`config.mk`:
```
export PLATFORM = sky130hd
export DESIGN_NAME = utf16le_to_utf8_transcoder
export DESIGN_NICKNAME = d
export VERILOG_FILES = /design/src/hdl/u16u8_pkg.sv /design/src/hdl/u16u8_decode.sv /design/src/hdl/u16u8_serial.sv /design/src/hdl/utf16le_to_utf8_transcoder.sv
export SDC_FILE = /design/constraint.sdc
export NUM_CORES = 1
export LEC_CHECK = 0
export BUFFER_PORTS_ARGS = -buffer_cell sky130_fd_sc_hd__clkbuf_2
export CORE_MARGIN = 4
export CORE_UTILIZATION = 65
export DETAILED_ROUTE_END_ITERATION = 12
export GPL_ROUTABILITY_DRIVEN = 1
export GPL_TIMING_DRIVEN = 0
export PLACE_DENSITY = 0.84
export SLEW_MARGIN = 15
export SYNTH_ARGS = -nofsm -noshare
export SYNTH_HDL_FRONTEND = slang
export SYNTH_SLANG_ARGS = --single-unit
```
`constraint.sdc`:
```
create_clock -name clk -period 8 [get_ports clk]
set_input_delay 1.6 -clock clk [delete_from_list [all_inputs] [get_ports clk]]
set_output_delay 1.6 -clock clk [all_outputs]
set_load 0.005 [all_outputs]
```
`src/hdl/u16u8_pkg.sv`:
```
// ----------------------------------------------------------------------------
// u16u8_pkg
// Shared types and constants for the UTF-16LE to UTF-8 transcoder.
// ----------------------------------------------------------------------------
package u16u8_pkg;

  // Default width of the unit and byte counters.
  localparam int COUNT_WIDTH_DEF = 16;

  // Most results that one code unit can cause.
  localparam int MAX_RES = 4;

  // UTF-8 lead and continuation markers.
  localparam logic [7:0] CONT_MARK = 8'h80;
  localparam logic [7:0] LEAD2     = 8'hC0;
  localparam logic [7:0] LEAD3     = 8'hE0;
  localparam logic [7:0] LEAD4     = 8'hF0;

  // Offset added to a surrogate pair's payload.
  localparam logic [20:0] SUPP_BASE = 21'h10000;

  // Surrogate ranges by the top six bits of a code unit.
  localparam logic [5:0] HIGH_SURR_TAG = 6'b110110;
  localparam logic [5:0] LOW_SURR_TAG  = 6'b110111;

  // Result status codes.
  typedef enum logic [1:0] {
    ST_OK       = 2'd0,
    ST_LONE_LOW = 2'd1,
    ST_NO_LOW   = 2'd2,
    ST_CUT_END  = 2'd3
  } status_t;

  // Decoder state carried from one word to the next.
  typedef struct packed {
    logic       held_valid;
    logic [9:0] held_high;
    logic       halted;
  } ctl_state_t;

  // All results caused by one word, handed to the serializer.
  typedef struct packed {
    logic [2:0]             cnt;
    logic [3:0][7:0]        bytes;
    status_t                status;
    logic [15:0]            units;
    logic [3:0][15:0]       bw;
  } res_bundle_t;

endpackage

```
`src/hdl/u16u8_decode.sv`:
```
// ----------------------------------------------------------------------------
// u16u8_decode
// Combinational decode of one UTF-16 code unit into its UTF-8 results and
// the next decoder state and counter values.
// ----------------------------------------------------------------------------
module u16u8_decode #(
  parameter int COUNT_WIDTH = u16u8_pkg::COUNT_WIDTH_DEF
) (
  input  logic [15:0]              code_unit,
  input  logic                     end_of_buffer,
  input  u16u8_pkg::ctl_state_t    cur,
  input  logic [COUNT_WIDTH-1:0]   unit_count,
  input  logic [COUNT_WIDTH-1:0]   byte_count,
  output u16u8_pkg::ctl_state_t    nxt,
  output logic [COUNT_WIDTH-1:0]   unit_count_nxt,
  output logic [COUNT_WIDTH-1:0]   byte_count_nxt,
  output u16u8_pkg::res_bundle_t   res
);
  import u16u8_pkg::*;

  // Saturating add of a small increment.
  function automatic logic [COUNT_WIDTH-1:0] sat_add(input logic [COUNT_WIDTH-1:0] a,
                                                     input logic [2:0] b);
    logic [COUNT_WIDTH:0] s;
    s = {1'b0, a} + {{(COUNT_WIDTH-2){1'b0}}, b};
    return s[COUNT_WIDTH] ? {COUNT_WIDTH{1'b1}} : s[COUNT_WIDTH-1:0];
  endfunction

  // Counter value as seen on a 16-bit port, clamped when it does not fit.
  function automatic logic [15:0] view16(input logic [COUNT_WIDTH-1:0] v);
    logic [COUNT_WIDTH+15:0] e;
    e = {16'b0, v};
    return (|e[COUNT_WIDTH+15:16]) ? 16'hFFFF : e[15:0];
  endfunction

  logic        is_low;
  logic        is_high;
  logic [20:0] cp;
  logic [2:0]  nbytes;
  logic [2:0]  uinc;
  status_t     err;

  assign is_low  = (code_unit[15:10] == LOW_SURR_TAG);
  assign is_high = (code_unit[15:10] == HIGH_SURR_TAG);
  assign cp      = {1'b0, cur.held_high, code_unit[9:0]} + SUPP_BASE;

  // Classify the unit and build its bytes.
  always_comb begin
    nxt       = cur;
    nbytes    = 3'd0;
    uinc      = 3'd0;
    err       = ST_OK;
    res.bytes = '0;
    if (!cur.halted) begin
      priority if (cur.held_valid) begin
        if (is_low) begin
          nxt.held_valid = 1'b0;
          uinc           = 3'd2;
          nbytes         = 3'd4;
          res.bytes[0]   = LEAD4 | {5'b0, cp[20:18]};
          res.bytes[1]   = CONT_MARK | {2'b0, cp[17:12]};
          res.bytes[2]   = CONT_MARK | {2'b0, cp[11:6]};
          res.bytes[3]   = CONT_MARK | {2'b0, cp[5:0]};
        end else begin
          err = ST_NO_LOW;
        end
      end else if (is_high) begin
        if (end_of_buffer) begin
          err = ST_CUT_END;
        end else begin
          nxt.held_valid = 1'b1;
          nxt.held_high  = code_unit[9:0];
        end
      end else if (is_low) begin
        err = ST_LONE_LOW;
      end else if (code_unit[15:7] == 9'd0) begin
        uinc         = 3'd1;
        nbytes       = 3'd1;
        res.bytes[0] = code_unit[7:0];
      end else if (code_unit[15:11] == 5'd0) begin
        uinc         = 3'd1;
        nbytes       = 3'd2;
        res.bytes[0] = LEAD2 | {3'b0, code_unit[10:6]};
        res.bytes[1] = CONT_MARK | {2'b0, code_unit[5:0]};
      end else begin
        uinc         = 3'd1;
        nbytes       = 3'd3;
        res.bytes[0] = LEAD3 | {4'b0, code_unit[15:12]};
        res.bytes[1] = CONT_MARK | {2'b0, code_unit[11:6]};
        res.bytes[2] = CONT_MARK | {2'b0, code_unit[5:0]};
      end
    end

    unit_count_nxt = sat_add(unit_count, uinc);
    byte_count_nxt = sat_add(byte_count, nbytes);
    res.units      = view16(unit_count_nxt);
    for (int k = 0; k < MAX_RES; k++) begin
      res.bw[k] = view16(sat_add(byte_count, 3'(k + 1)));
    end

    // An error gives one result with the counters as they stood, and halts.
    if (err != ST_OK) begin
      res.cnt        = 3'd1;
      res.status     = err;
      res.bytes      = '0;
      res.bw[0]      = view16(byte_count);
      nxt.halted     = 1'b1;
      nxt.held_valid = 1'b0;
      nxt.held_high  = '0;
    end else begin
      res.cnt    = nbytes;
      res.status = ST_OK;
    end

    // The end-of-buffer mark clears everything after its results.
    if (end_of_buffer) begin
      nxt            = '0;
      unit_count_nxt = '0;
      byte_count_nxt = '0;
    end
  end

endmodule

```
`src/hdl/u16u8_serial.sv`:
```
// ----------------------------------------------------------------------------
// u16u8_serial
// Holds the results of one word and hands them out one byte per cycle
// through the output register, pausing while out_stall holds a byte.
// ----------------------------------------------------------------------------
module u16u8_serial (
  input  logic                   clk,
  input  logic                   rst_n,
  input  logic                   load_vld,
  input  u16u8_pkg::res_bundle_t load_res,
  output logic                   load_rdy,
  output logic                   out_valid,
  input  logic                   out_stall,
  output logic [7:0]             out_byte,
  output logic                   out_last_byte,
  output u16u8_pkg::status_t     out_status,
  output logic [15:0]            out_units_done,
  output logic [15:0]            out_bytes_written
);
  import u16u8_pkg::*;

  res_bundle_t buf_r;
  logic [2:0]  rem_r;
  logic [1:0]  ptr_r;
  logic        out_valid_r;
  logic [7:0]  byte_r;
  logic        last_r;
  status_t     status_r;
  logic [15:0] units_r;
  logic [15:0] bw_r;

  logic out_load;
  logic pop;
  logic take;

  // The output register is free when empty or being taken.
  assign out_load = !out_valid_r || !out_stall;
  assign pop      = (rem_r != 3'd0) && out_load;
  assign load_rdy = (rem_r == 3'd0) || ((rem_r == 3'd1) && out_load);
  assign take     = load_vld && load_rdy;

  // Result buffer control.
  always_ff @(posedge clk) begin
    if (!rst_n) begin
      rem_r <= 3'd0;
      ptr_r <= 2'd0;
    end else if (take) begin
      rem_r <= load_res.cnt;
      ptr_r <= 2'd0;
    end else if (pop) begin
      rem_r <= rem_r - 3'd1;
      ptr_r <= ptr_r + 2'd1;
    end
  end

  // Result buffer payload.
  always_ff @(posedge clk) begin
    if (take) begin
      buf_r <= load_res;
    end
  end

  // Output register.
  always_ff @(posedge clk) begin
    if (!rst_n) begin
      out_valid_r <= 1'b0;
    end else if (out_load) begin
      out_valid_r <= pop;
    end
  end

  always_ff @(posedge clk) begin
    if (pop) begin
      byte_r   <= buf_r.bytes[ptr_r];
      last_r   <= (rem_r == 3'd1);
      status_r <= buf_r.status;
      units_r  <= buf_r.units;
      bw_r     <= buf_r.bw[ptr_r];
    end
  end

  assign out_valid         = out_valid_r;
  assign out_byte          = byte_r;
  assign out_last_byte     = last_r;
  assign out_status        = status_r;
  assign out_units_done    = units_r;
  assign out_bytes_written = bw_r;

endmodule

```
`src/hdl/utf16le_to_utf8_transcoder.sv`:
```
// ----------------------------------------------------------------------------
// utf16le_to_utf8_transcoder
// Converts UTF-16 code units to UTF-8 bytes, pairing surrogates, flagging
// encoding errors and keeping saturating unit and byte counts per buffer.
// ----------------------------------------------------------------------------
//
//   channel | direction | handshake             | payload
//   --------+-----------+-----------------------+----------------------------
//   in      | input     | in_valid / in_stall   | code_unit, end_of_buffer
//   out     | output    | out_valid / out_stall | byte, last, status, counts
//
// One result byte leaves per cycle while out_stall is low; a word has zero
// to four results, and the next word is loaded as the last byte of the
// previous one leaves. A word passes the input register, the result buffer
// and the output register before its first byte appears.
// Reset (rst_n low, synchronous) empties all stages and clears the state.
// A stalled output holds its byte; the result buffer and the input register
// then fill and in_stall rises.
// ----------------------------------------------------------------------------
module utf16le_to_utf8_transcoder #(
  parameter int COUNT_WIDTH = u16u8_pkg::COUNT_WIDTH_DEF
) (
  input  logic                clk,
  input  logic                rst_n,
  input  logic                in_valid,
  output logic                in_stall,
  input  logic [15:0]         in_code_unit,
  input  logic                in_end_of_buffer,
  output logic                out_valid,
  input  logic                out_stall,
  output logic [7:0]          out_byte,
  output logic                out_last_byte,
  output u16u8_pkg::status_t  out_status,
  output logic [15:0]         out_units_done,
  output logic [15:0]         out_bytes_written
);
  import u16u8_pkg::*;

  logic                   in_vld_r;
  logic [15:0]            unit_r;
  logic                   eob_r;
  ctl_state_t             st_r;
  ctl_state_t             st_nxt;
  logic [COUNT_WIDTH-1:0] unit_count_r;
  logic [COUNT_WIDTH-1:0] unit_count_nxt;
  logic [COUNT_WIDTH-1:0] byte_count_r;
  logic [COUNT_WIDTH-1:0] byte_count_nxt;
  res_bundle_t            res;
  logic                   load_rdy;
  logic                   take;
  logic                   accept;

  // Input register: takes a word whenever it is empty or being drained.
  assign take     = in_vld_r && load_rdy;
  assign in_stall = in_vld_r && !load_rdy;
  assign accept   = in_valid && !in_stall;

  always_ff @(posedge clk) begin
    if (!rst_n) begin
      in_vld_r <= 1'b0;
    end else if (accept) begin
      in_vld_r <= 1'b1;
    end else if (take) begin
      in_vld_r <= 1'b0;
    end
  end

  always_ff @(posedge clk) begin
    if (accept) begin
      unit_r <= in_code_unit;
      eob_r  <= in_end_of_buffer;
    end
  end

  // Decoder state and counters advance as the word moves to the serializer.
  always_ff @(posedge clk) begin
    if (!rst_n) begin
      st_r         <= '0;
      unit_count_r <= '0;
      byte_count_r <= '0;
    end else if (take) begin
      st_r         <= st_nxt;
      unit_count_r <= unit_count_nxt;
      byte_count_r <= byte_count_nxt;
    end
  end

  u16u8_decode #(
    .COUNT_WIDTH (COUNT_WIDTH)
  ) u_decode (
    .code_unit      (unit_r),
    .end_of_buffer  (eob_r),
    .cur            (st_r),
    .unit_count     (unit_count_r),
    .byte_count     (byte_count_r),
    .nxt            (st_nxt),
    .unit_count_nxt (unit_count_nxt),
    .byte_count_nxt (byte_count_nxt),
    .res            (res)
  );

  u16u8_serial u_serial (
    .clk               (clk),
    .rst_n             (rst_n),
    .load_vld          (in_vld_r),
    .load_res          (res),
    .load_rdy          (load_rdy),
    .out_valid         (out_valid),
    .out_stall         (out_stall),
    .out_byte          (out_byte),
    .out_last_byte     (out_last_byte),
    .out_status        (out_status),
    .out_units_done    (out_units_done),
    .out_bytes_written (out_bytes_written)
  );

  // An error result is a single zero byte that closes its word.
  a_err_single : assert property (@(posedge clk) disable iff (!rst_n)
    (out_valid && out_status != ST_OK) |-> (out_last_byte && out_byte == 8'd0))
    else $error("error result is not a single zero byte");

  // A halted decoder never holds a high surrogate.
  a_halt_no_held : assert property (@(posedge clk) disable iff (!rst_n)
    st_r.halted |-> !st_r.held_valid)
    else $error("halted decoder holds a surrogate");

  // A held high surrogate followed by anything but a low one halts the block, unless it ends the buffer.
  a_broken_pair : assert property (@(posedge clk) disable iff (!rst_n)
    (take && st_r.held_valid && !st_r.halted && unit_r[15:10] != LOW_SURR_TAG
     && !eob_r) |=> st_r.halted)
    else $error("broken surrogate pair did not halt");

endmodule

```
After elaboration in Yosys (flattened, before gate mapping):

Index checks and enable logic that the tools add are counted.

* input port bits: 21
* flip-flop bits (word level): 225
* output and inout bits: 45

* bitwise logic cells: 3
* $lt $le $gt $ge: 1
* add/sub/neg operators: 9
* reduce and logical (&&, ||, !) cells: 27
* equal/unequal tests: 5
* multiplexer cells: 48

Operators with widths (number)
* $mux W16: 8
* $mux W24: 3
* $mux W3: 12
* $add A16 B2 Y17 const B: 2
* $add A16 B3 Y17: 2
* $bmux W16 S2: 1
* $mux W32: 1
* $mux W12: 2
* $mux W8: 3
* $mux W11: 2
* $add A20 B17 Y21 const B: 1
* $add A16 B1 Y17 const B: 1
* $add A16 B3 Y17 const B: 1
* $bmux W8 S2: 1
* $mux W14: 1
* $eq A6 B6 Y1 const B: 2
* $mux W2: 6
* $mux W10: 1
* $logic_not A9 Y1: 1
* $reduce_bool A2 Y1: 4
* $mux W1: 7
* $ne A3 B2 Y1 const B: 2
* $reduce_bool A3 Y1: 2
* $logic_and A1 B1 Y1: 5
* 14 further kinds: 22

Logic depth before layout (Yosys ltp):

Gate-level depths: netlist of run 1.

* depth in word-level cells: 10
* depth in mapped cells: 13

By module:

Synthesis of run 1 repeated with hierarchy kept, for this count alone.

* cell total of the unflattened synthesis: 947
* area total of the unflattened synthesis: 11135.7 µm²

Modules (own cells, without submodules)
* u16u8_serial: area each 5656.7 µm², instances 1, cells an instance 228
* u16u8_decode: area each 3081.7 µm², instances 1, cells an instance 496
* utf16le_to_utf8_transcoder: area each 2397.3 µm², instances 1, cells an instance 223

Least setup slack after synthesis of run 1:

No wires, ideal clock.

* path type: in2reg
* start: in out_stall
* end: reg u_serial.rem_r[2]
* slack: 2993 ps
* stages: 5
* data required time: 7877 ps
* arrival time: 4884 ps
* setup time: 123 ps
* cell sequence: a21boi_0 -> o21ai_0 -> inv_1 -> o21ai_0 -> o211a_1

* cells in the longest elaborated chain, start to end: 6

Ends and longest elaborated chain
* from (decl): line utf16le_to_utf8_transcoder.sv:30 `input logic out_stall,`
* $logic_not A1 Y1 (*): line u16u8_serial.sv:37 `assign out_load = !out_valid_r || !out_stall;`
* $logic_or A1 B1 Y1 (*): line u16u8_serial.sv:37
* $logic_and A1 B1 Y1 (*): line u16u8_serial.sv:39 `assign load_rdy = (rem_r == 3'd0) || ((rem_r == 3'd1) && out_load);`
* $logic_or A1 B1 Y1 (*): line u16u8_serial.sv:39
* $logic_and A1 B1 Y1 (*)
* named net take: line utf16le_to_utf8_transcoder.sv:50 `logic take;`
* $mux W3 or $reduce_bool A2 Y1 (tied branches)
* to (signal assigned): line u16u8_serial.sv:48 `rem_r <= load_res.cnt;`
* to (signal assigned): line u16u8_serial.sv:51 `rem_r <= rem_r - 3'd1;`
* to (decl): line u16u8_serial.sv:23 `logic [2:0] rem_r;`

The timed path passes the listed nets; every way through them passes the cells marked *.
A chain may end at the register's enable or synchronous reset.

==> flow_summary.toml, run 1 <==
[timing]
worst_slew_pin_slew_ps = 1020
fin_tns_setup_ps = 0
setup_violations = 0
rsz_0062_raised_after_global_routing = "no"
drv_slew = 0
hold_viol = 0
period_needed_ps = 4210
timing_limited_maximum_frequency_mhz = 238
relSlewSlack_pct = 31.5
layout_worst_path_cycle_share_pct = 52.6
worst_clock_skew_ps = 14.0

[power_and_ir_drop]
vdd.ir_drop.worst_v = 0.000220
cellPowerDensity_mw_per_mm2 = 281
seq_power_share_pct = 48.5
power_switching_uw = 939
power_total_uw = 3430
power.static_leakage_uw = 0.00445
internal-power_uw = 2490
switching_share_pct = 27.3
clock_power_share_pct = 30.6
power_frac_comb_pct = 20.9

[yosys]
synthFlopType = "edfxtp_1"
async_flop_share_pct = 0
synthDistinctLibCells = 74
synth_cells = 903
ys.warnings.count = 0
synth_edf_count = 171
synth_nets = 940
syn-mean-instance-area_um2 = 11.9
fraction_of_the_yosys_area_taken_by_sequential_cells_pct = 57.1
synthesis.area_mm2 = 0.0108
ys_seq_elements = 222

[clock_tree]
post_cts_resized = 0
cts.path.max_buffers = 3
cts_made_buffers = 23
cts-htree-levels = 1
tritoncts = "yes"
holdBufCountCts = 0
post_cts_buffers = 0
sink_count = 222
cts.root.buffer_cell = "clkbuf_16"
worstSkewPairLatency_ps = 510
clock_pin_slew_on_the_worst_setup_and_hold_paths_ps = 60

[placement]
buffer_ports.inserted = 64
dp.final_hpwl_um = 17500
globalplace.congestion = 0.999

[cells_and_area]
post_route_cells_drive_above_1_share_pct = 18.2
insertedDiodeCount = 0
area_growth_pct = 13.2
n_fill_cell = 1000
fin_nets = 1032

[floorplanning]
fp.coreArea_mm2 = 0.0161
io_pins = 66
initial_utilization_pct = 67.1
row_count = 46
fp.dieArea_mm2 = 0.0187
die_extent_in_x_um = 137
die_height_um = 137

[run_status]
status = "completed"

[routing]
dr_total_vias = 8103
drt-initial-drc-count = 1025
route.antenna.remaining_nets = 0
detail_route.first_pass.iterations = 7
wire_per_inst_um = 20.9
routed_wirelength_um = 25700
drc_errors = 0
via_per_inst = 6.60

[grt]
grt_start_max_net_pins = 97
grt_overflow = 0
grt_use_total_pct = 27.8
global_route_wire_length_before_repair_um = 40600
grt_antenna_before_repair = 0
grt_pass1_vias = 7528

[critical_path]
worst-endpoint-required_ps = 8360
worstSetupStartpointType = "flip-flop"
critical_path_arrival_ps = 4560
setup.worst_path.end_class = "flip-flop"
worstSetupPathType = "reg -> reg"
timing.critical_path.fanout_max = 11

[min_path]
hold_path_class = "reg -> reg"

[run]
drv_cap = 0
[cell type report]
cell class / instances / area (µm²) / share of cell area, %
flip-flops and latches: 222 / 6160 / 50.5
multi-input cells: 589 / 4240 / 34.7
clock buffers: 26 / 587 / 4.81
repair buffers: 67 / 403 / 3.30
plain buffers: 60 / 275 / 2.26
well taps: 216 / 270 / 2.22
clock inverters: 15 / 145 / 1.19
inverters: 32 / 125 / 1.03
[through the flow]
| step | cell area [µm²] | hold WS (ps) | utilization, % | setup slack, ps | std cells |
|---|---|---|---|---|---|
| after floorplan | 10800 | 400 | - | 2990 | 903 |
| after global placement | 11400 | 403 | 70.8 | 1640 | 1183 |
| after detailed placement | 11500 | 405 | 71.4 | 3950 | 1186 |
| after CTS | 12200 | 418 | 76.0 | 3890 | 1227 |
| after global routing | 12200 | 426 | 76.0 | 3550 | 1227 |
| final | 12200 | 417 | 76.0 | 3790 | 1227 |
[Yosys cell counts (8+ instances only)]
| library cell | n | area [µm²] |
|---|---|---|
| or4_1 | 8 | 60.1 |
| o211ai_1 | 8 | 60.1 |
| nand4_1 | 11 | 68.8 |
| ha_1 | 14 | 175 |
| mux2_1 | 8 | 90.1 |
| nor3_1 | 23 | 115 |
| mux2i_1 | 12 | 120 |
| a31oi_1 | 13 | 81.3 |
| nor4_1 | 11 | 68.8 |
| o21ai_0 | 38 | 190 |
| a211oi_1 | 12 | 90.1 |
| buf_2 | 31 | 155 |
| mux4_2 | 23 | 518 |
| a21oi_1 | 68 | 340 |
| nand3_1 | 29 | 145 |
| nor2_1 | 31 | 116 |
| xnor2_1 | 24 | 210 |
| nor2b_1 | 8 | 50.1 |
| o2bb2ai_1 | 8 | 70.1 |
| nand2_1 | 94 | 353 |
| and2_1 | 10 | 62.6 |
| clkbuf_1 | 23 | 86.3 |
| mux2_2 | 9 | 101 |
| edfxtp_1 | 171 | 5130 |
| a22o_1 | 12 | 105 |
| inv_1 | 32 | 120 |
| dfxtp_1 | 51 | 1020 |
| o22ai_1 | 12 | 75.1 |
[state kept, by name, indices dropped and copies added (netlist names)]
| name | cells |
|---|---|
| byte_count_r | 16 |
| u_serial.rem_r | 3 |
| u_serial.out_units_done | 16 |
| u_serial.ptr_r | 2 |
| u_serial.out_valid | 1 |
| u_serial.buf_r | 111 |
| unit_count_r | 16 |
| in_vld_r | 1 |
| u_serial.out_byte | 8 |
| u_serial.out_bytes_written | 16 |
| unit_r | 16 |
| u_serial.out_last_byte | 1 |
| st_r | 12 |
| eob_r | 1 |
| u_serial.out_status | 2 |
[power by group through the flow]
| stage | combinational, µW | sequential (µW) | clock, µW |
|---|---|---|---|
| floorplan | 391 | 1700 | 0 |
| global placement | 637 | 1710 | 0 |
| detailed placement | 715 | 1680 | 0 |
| CTS | 722 | 1660 | 1050 |
| global route | 783 | 1690 | 1110 |
| finish | 719 | 1660 | 1050 |
[worst paths after layout]
| path | from | endpoint | slack, ps | cells past startpoint |
|---|---|---|---|---|
| worst min register to register | u_serial.buf_r[77] | u_serial.out_units_done[13] | 420 | 0 |
| worst max register to register | unit_r[10] | u_serial.buf_r[78] | 3790 | 13 |
| worst min-delay path | u_serial.buf_r[77] | u_serial.out_units_done[13] | 420 | 0 |
| worst max-delay path | unit_r[10] | u_serial.buf_r[78] | 3790 | 13 |
[metal layers]
| layer | up-vias | global-route usage (%) | share of wire, % |
|---|---|---|---|
| li1 | 3662 | - | - |
| met1 | 3858 | 41.7 | 41 |
| met2 | 511 | 42.3 | 45 |
| met3 | 72 | 4.67 | 11 |
| met4 | 0 | 8.09 | 2.9 |
| met5 | - | 0 | 0 |
[worst max-delay path, stage by stage (launching register included)]
cell and delay [ps]:
edfxtp_1 360, buf_2 250, nand2_1 110, nor4_1 540, nor2b_1 210, buf_2 190
buf_2 270, inv_1 90, fa_1 540, nand4b_2 340, nor4_4 570, buf_2 340
a21oi_1 100, a31oi_1 140
[logic make-up after synthesis]
logic type	after synthesis	share of synthesized area (%)
multiplexers	52	7.70
adder cells (fa/ha/maj)	16	2.00
flip-flops	222	57.1
buffers and inverters	92	3.67
XOR/XNOR	28	2.27
AND/OR/NAND/NOR	264	13.1
AO/OA/AOI/OAI	229	14.2
[placed cells by master, fill, tap and decap left out, drive strengths merged, types with 10 or more instances in the layout]
master	n
nand2	94
a21oi	68
clkinv	11
nand4	12
o21ai	41
a22o	12
mux2i	12
dfxtp	51
mux2	17
nand3	32
and2	10
nor2	32
clkbuf	113
inv	33
nor4	16
o22ai	12
a211oi	12
mux4	23
nor3	23
ha	14
a31oi	13
buf	40
edfxtp	171
xnor2	24
Power figures use the tool's default switching activity.
==> inputs of run 2 (changes only) <==
--- a/config.mk
+++ b/config.mk
@@ -7,11 +7,11 @@
 export LEC_CHECK = 0
 export BUFFER_PORTS_ARGS = -buffer_cell sky130_fd_sc_hd__clkbuf_2
 export CORE_MARGIN = 4
-export CORE_UTILIZATION = 65
+export CORE_UTILIZATION = 55
 export DETAILED_ROUTE_END_ITERATION = 12
 export GPL_ROUTABILITY_DRIVEN = 1
 export GPL_TIMING_DRIVEN = 0
-export PLACE_DENSITY = 0.84
+export PLACE_DENSITY = 0.76
 export SLEW_MARGIN = 15
 export SYNTH_ARGS = -nofsm -noshare
 export SYNTH_HDL_FRONTEND = slang
==> constraint.sdc (replaced) <==
create_clock -name clk -period 3.4 [get_ports clk]
set_input_delay 0.68 -clock clk [delete_from_list [all_inputs] [get_ports clk]]
set_output_delay 0.68 -clock clk [all_outputs]
set_load 0.005 [all_outputs]
==> run 2 against run 1 <==
Compared with the run above: register-to-register slack got worse by 3700 ps; setup slack got worse by 3700 ps; sequential power increased by 140%; first-iteration DRC count decreased by 5.3%; critical endpoint is now byte_count_r[13]; highest routed layer unchanged; final cell count increased by 3.9%; worst hold slack got worse by 70 ps; clock skew decreased by 2.7 ps; critical path type unchanged; critical path depth decreased by 3; global-route usage decreased by 5.1 points.
==> flow_summary.toml, run 2 (synthesized netlist as in run 1, its figures left out) <==
[power_and_ir_drop]
power_total_uw = 8180
internal-power_uw = 6010
power_frac_comb_pct = 20.1
power.static_leakage_uw = 0.00453
vdd.ir_drop.worst_v = 0.000436
clock_power_share_pct = 32.2
cellPowerDensity_mw_per_mm2 = 658
seq_power_share_pct = 47.7
power_switching_uw = 2170
switching_share_pct = 26.5

[min_path]
whs_endpoint = "unit_r[9]"
worstHoldStart = "in_code_unit[9]"
hold_depth = 1
hold_path_class = "in -> reg"

[routing]
drc_errors = 0
routed_wirelength_um = 25000
drt-initial-drc-count = 971
route.antenna.remaining_nets = 0
via_per_inst = 6.18
detail_route.first_pass.iterations = 5
dr_total_vias = 7875
wire_per_inst_um = 19.6

[timing]
final_critical_path_setup_slack_ps = 115
worst_slew_pin_slew_ps = 835
period_needed_ps = 3290
setup_violations = 0
timing_limited_maximum_frequency_mhz = 304
worst_clock_skew_ps = 11.3
layout_worst_path_cycle_share_pct = 96.6
drv_slew = 0
hold_viol = 0
relSlewSlack_pct = 44.2
fin_tns_setup_ps = 0

[cells_and_area]
most-common-layout-cells = "171 x edfxtp_1, 94 x nand2_1, 68 x a21oi_1"
area_growth_pct = 15.3
post_route_cells_drive_above_1_share_pct = 19.8
fin_nets = 1036
largest_register = "u_serial.buf_r"
finish.instance_area_mm2 = 0.0124
layout_commonest_cell = "edfxtp_1"
largest_reg_flops = 111
insertedDiodeCount = 0

[clock_tree]
worstSkewPairLatency_ps = 510
cts_made_buffers = 23
tritoncts = "yes"
cts.path.max_buffers = 3
cts-htree-levels = 1
sink_count = 222
cts.root.buffer_cell = "clkbuf_16"
clock_pin_slew_on_the_worst_setup_and_hold_paths_ps = 60

[critical_path]
cp.buffers_inverters = 2
cp.depth = 10
setup.worst_path.end_class = "flip-flop"
path_cells = "or4_1 -> clkbuf_1 -> nor3_2 -> nor2_1 -> fa_1 -> a21oi_1 -> nor3_2 -> clkbuf_2 -> a32oi_1 -> nand3_1"
worst_path_dominant_cell_family = "simple AND/OR/NAND/NOR gates"
worstSetupPathType = "reg -> reg"
worst_path_max_delay_cell = "or4_1"
largest_stage_delay_on_the_critical_path_ps = 550
worstRegToRegCells = 10
timing.critical_path.fanout_max = 10
critical-path-top-cell-by-count = "nor3_2"
worstSetupStartpointType = "flip-flop"
setup.reg_to_reg.worst_slack_ps = 110
timing.rr.end = "byte_count_r[13]"
worst-endpoint-required_ps = 3790
critical_path_arrival_ps = 3670
crit-reg2reg-launch = "unit_r[8]"

[floorplanning]
row_count = 50
fp.dieArea_mm2 = 0.0219
fp.coreArea_mm2 = 0.0190
die_extent_in_x_um = 148
initial_utilization_pct = 56.7
die_height_um = 148
io_pins = 66

[grt]
grt_use_total_pct = 22.7
grt_overflow = 0
grt_start_max_net_pins = 42
global_route_wire_length_before_repair_um = 39800
grt_antenna_before_repair = 0
grt_pass1_vias = 7360

[placement]
buffer_ports.inserted = 64
detailedPlace.worstSlack_ps = -746
dp.final_hpwl_um = 17600
globalplace.congestion = 0.957
dpl_cell_area_mm2 = 0.0115

[run_status]
status = "completed"

[run]
drv_cap = 0
run 2: cell types whose count changed in the layout (fill, tap and decap cells not counted), moves of 3 or more:
cell / change
buf_12: +3
clkbuf_1: +3
clkinv_1: -7
buf_4: +5
clkbuf_8: +4
buf_2: -5
run 2: metrics by stage:
step           util [%]  hold slack [ps]  std cells
2_1_floorplan         -              400        903
3_3_place_gp       60.1              404       1227
3_5_place_dp       60.6              405       1231
4_1_cts            65.1              339       1273
5_1_grt            65.4              340       1275
6_report           65.4              346       1275
run 2: how the worst max path moves through the flow:
stage	start	endpoint	slack, ps
final	unit_r[8]	byte_count_r[13]	110
after global routing	unit_r[11]	u_serial.buf_r[68]	-30
after CTS	unit_r[8]	byte_count_r[13]	10
after detailed placement	unit_r[10]	u_serial.buf_r[68]	-750
after floorplan	out_stall	u_serial.rem_r[1]	7
after global placement	out_stall	u_serial.rem_r[1]	-1430
run 2: layout make-up:
| type | instances | area [µm²] |
|---|---|---|
| flip-flops and latches | 222 | 6160 |
| multi-input cells | 589 | 4310 |
| well taps | 260 | 325 |
| fillers | 1459 | 6590 |
| repair buffers | 71 | 430 |
| clock buffers | 34 | 657 |
| plain buffers | 60 | 293 |
| clock inverters | 7 | 135 |
| inverters | 32 | 124 |
run 2: per-layer routing:
metal | share of wire (%) | wire (µm) | track usage, %
met1 | 44 | 11100 | 33.6
met2 | 45 | 11300 | 34.9
met3 | 8.2 | 2050 | 3.89
met4 | 2.3 | 563 | 6.33
met5 | 0 | 0 | 0
run 2: what timing repair did:
| action | in CTS | in global routing |
|---|---|---|
| buffers inserted | 1 | 2 |
| endpoints found under the setup margin | 43 | 41 |
| hold buffers | 0 | 0 |
| resized for setup | 10 | 14 |
| pin swaps | 2 | 3 |
run 2: worst reg2reg max path, cell delays in order, from the launching register on:
cell and delay, ps:
edfxtp_1 500, or4_1 550, clkbuf_1 240, nor3_2 260
nor2_1 130, fa_1 460, a21oi_1 300, nor3_2 120
clkbuf_2 230, a32oi_1 280, nand3_1 110
run 2: power by group through the flow:
stage	sequential, µW	clock, µW	combinational [µW]
final	3910	2630	1650
after global routing	3960	2780	1800
after CTS	3910	2660	1660
after detailed placement	3960	0	1650
after global placement	3980	0	1580
after floorplan	3980	0	923
==> inputs of run 3 (changes only) <==
--- a/config.mk
+++ b/config.mk
@@ -5,13 +5,13 @@
 export SDC_FILE = /design/constraint.sdc
 export NUM_CORES = 1
 export LEC_CHECK = 0
-export BUFFER_PORTS_ARGS = -buffer_cell sky130_fd_sc_hd__clkbuf_2
+export BUFFER_PORTS_ARGS = -buffer_cell sky130_fd_sc_hd__buf_2
 export CORE_MARGIN = 4
 export CORE_UTILIZATION = 55
 export DETAILED_ROUTE_END_ITERATION = 12
 export GPL_ROUTABILITY_DRIVEN = 1
 export GPL_TIMING_DRIVEN = 0
-export PLACE_DENSITY = 0.76
+export PLACE_DENSITY = 0.77
 export SLEW_MARGIN = 15
 export SYNTH_ARGS = -nofsm -noshare
 export SYNTH_HDL_FRONTEND = slang
==> run 3 against run 2 <==
Compared with the run above: maximum frequency increased by 0.71%; total power decreased by 3.6%; final cell count unchanged; clock skew increased by 1.9 ps; sequential share of layout area increased by 0.33 points; sequential power about the same; routed wire length increased by 0.55%; die area unchanged; worst hold slack improved by 11 ps; critical path type unchanged; critical endpoint is now u_serial.buf_r[78].
==> flow_summary.toml, run 3 (synthesized netlist as in run 1, its figures left out) <==
[cells_and_area]
n_fill_cell = 1476
core_occupancy_in_the_finished_layout_pct = 64.9
most-common-layout-cells = "171 x edfxtp_1, 94 x nand2_1, 91 x buf_2"
largest_register = "u_serial.buf_r"
post_route_cells_drive_above_1_share_pct = 19.8
finish.instance_area_mm2 = 0.0123
area_growth_pct = 14.6
largest_reg_flops = 111
fin_nets = 1037
insertedDiodeCount = 0
layoutNonFillerInstCount = 1275
layout_commonest_cell = "edfxtp_1"

[timing]
rsz_0062_raised_after_global_routing = "yes"
worst_slew_pin_slew_ps = 816
relSlewSlack_pct = 45.5
worst_clock_skew_ps = 13.2
setup_violations = 0
period_needed_ps = 3260
timing_limited_maximum_frequency_mhz = 307
hold_viol = 0
layout_worst_path_cycle_share_pct = 95.9
drv_slew = 0

[power_and_ir_drop]
internal-power_uw = 5730
power_total_uw = 7890
power_switching_uw = 2160
cellPowerDensity_mw_per_mm2 = 639
clock_power_share_pct = 28.7
power.static_leakage_uw = 0.00447
switching_share_pct = 27.4
power_frac_comb_pct = 21.9
vdd.ir_drop.worst_v = 0.000486
seq_power_share_pct = 49.4

[critical_path]
critical-path-top-cell-by-count = "nor4_4"
crit-reg2reg-launch = "unit_r[14]"
worstSetupPathType = "reg -> reg"
critical_path_arrival_ps = 3600
worst_path_max_delay_cell = "edfxtp_1"
setup.worst_path.end_class = "flip-flop"
crit_start = "unit_r[14]"
largest_stage_delay_on_the_critical_path_ps = 490
timing.critical_path.fanout_max = 11
path_cells = "nand3_1 -> nor4_4 -> nor2b_1 -> buf_2 -> buf_6 -> inv_1 -> fa_2 -> nand4b_4 -> nor4_4 -> buf_4 -> a21oi_1 -> a31oi_1"
worst-endpoint-required_ps = 3740
worstSetupStartpointType = "flip-flop"

[routing]
route.antenna.remaining_nets = 0
wire_per_inst_um = 19.7
routed_wirelength_um = 25100
dr_total_vias = 7901
drc_errors = 0
via_per_inst = 6.20
drt-initial-drc-count = 766
detail_route.first_pass.iterations = 6

[run_status]
status = "completed"

[floorplanning]
io_pins = 66
fp.dieArea_mm2 = 0.0219
die_extent_in_x_um = 148
row_count = 50
initial_utilization_pct = 56.7
die_height_um = 148
fp.coreArea_mm2 = 0.0190

[run]
drv_cap = 0

[placement]
placed_cells_incl_taps = 1232
dp.final_hpwl_um = 17700
buffer_ports.inserted = 64
dpl_cell_area_mm2 = 0.0116
globalplace.congestion = 0.970

[min_path]
worstHoldStart = "in_code_unit[7]"
hold_path_class = "in -> reg"

[clock_tree]
cts.root.buffer_cell = "clkbuf_16"
clock_pin_slew_on_the_worst_setup_and_hold_paths_ps = 60
cts.path.max_buffers = 3
cts_made_buffers = 23
tritoncts = "yes"
sink_count = 222
worstSkewPairLatency_ps = 500
cts-htree-levels = 1

[grt]
global_route_wire_length_before_repair_um = 40700
grt_overflow = 0
grt_start_max_net_pins = 36
grt_use_total_pct = 23.0
grt_antenna_before_repair = 0
grt_pass1_vias = 7516
==> run 3: cell types whose count changed in the layout (fill, tap and decap cells not counted), moves of 2 or more <==
| cell | before | now |
|---|---|---|
| buf_12 | 3 | 1 |
| buf_2 | 26 | 91 |
| clkbuf_2 | 65 | 1 |
| clkinv_1 | 0 | 2 |
| buf_16 | 1 | 4 |
| o21ai_2 | 0 | 2 |
| bufinv_16 | 4 | 0 |
| clkbuf_8 | 4 | 2 |
| o21ai_4 | 2 | 0 |
==> run 3: critical path: cells and delay by family, from the launching register on <==
family / cells / cell delay (ps)
flops: 1 / 490
compound gates: 2 / 260
simple gates: 5 / 1230
fa+ha+maj: 1 / 430
buf+inv: 4 / 680
==> run 3: path summary, 6_finish.rpt <==
check | to | slack [ps] | cells past startpoint
hold / removal | unit_r[7] | 360 | 1
setup / recovery | u_serial.buf_r[78] | 140 | 12
hold reg to reg | u_serial.out_units_done[11] | 420 | 0
setup reg to reg | u_serial.buf_r[78] | 140 | 12
==> run 3: cell type report <==
class,instances,area [µm²],share of cell area [%]
Inverter,32,124,1.00
Clock buffer,32,629,5.10
Clock inverter,8,47.5,0.385
Buffer,60,290,2.35
Sequential cell,222,6160,49.8
Multi-Input combinational cell,589,4300,34.9
Timing Repair Buffer,72,473,3.83
Tap cell,260,325,2.63
==> run 3: routing by layer <==
| metal | global-route usage (%) | vias to the layer above | part of all wire (%) |
|---|---|---|---|
| met5 | 0 | - | 0 |
| met4 | 6.28 | 0 | 2.3 |
| met3 | 4.29 | 60 | 7.9 |
| met2 | 35.5 | 377 | 46 |
| met1 | 33.9 | 3790 | 44 |
| li1 | - | 3674 | - |
==> run 3: power by group through the flow <==
stage | registers (µW) | clock network (µW) | logic (µW)
floorplan | 3980 | 0 | 923
global placement | 3960 | 0 | 1580
detailed placement | 3940 | 0 | 1740
CTS | 3900 | 2310 | 1750
global route | 3950 | 2440 | 1890
finish | 3890 | 2270 | 1730
==> run 3: through the flow <==
step           TNS [ps]  hold WS [ps]  worst slack, ps
3_5_place_dp     -18580           405             -801
5_1_grt           -8.09           343            -7.52
6_report              0           357              138
4_1_cts               0           341             34.1
3_3_place_gp    -177350           405            -1460
2_1_floorplan         0           400             6.60
==> run 3: repair_timing <==
action | CTS | global route
buffers inserted | 1 | 2
gates resized for setup | 12 | 9
endpoints found under the setup margin | 43 | 29
hold buffers | 0 | 0
pin swaps | 2 | 1
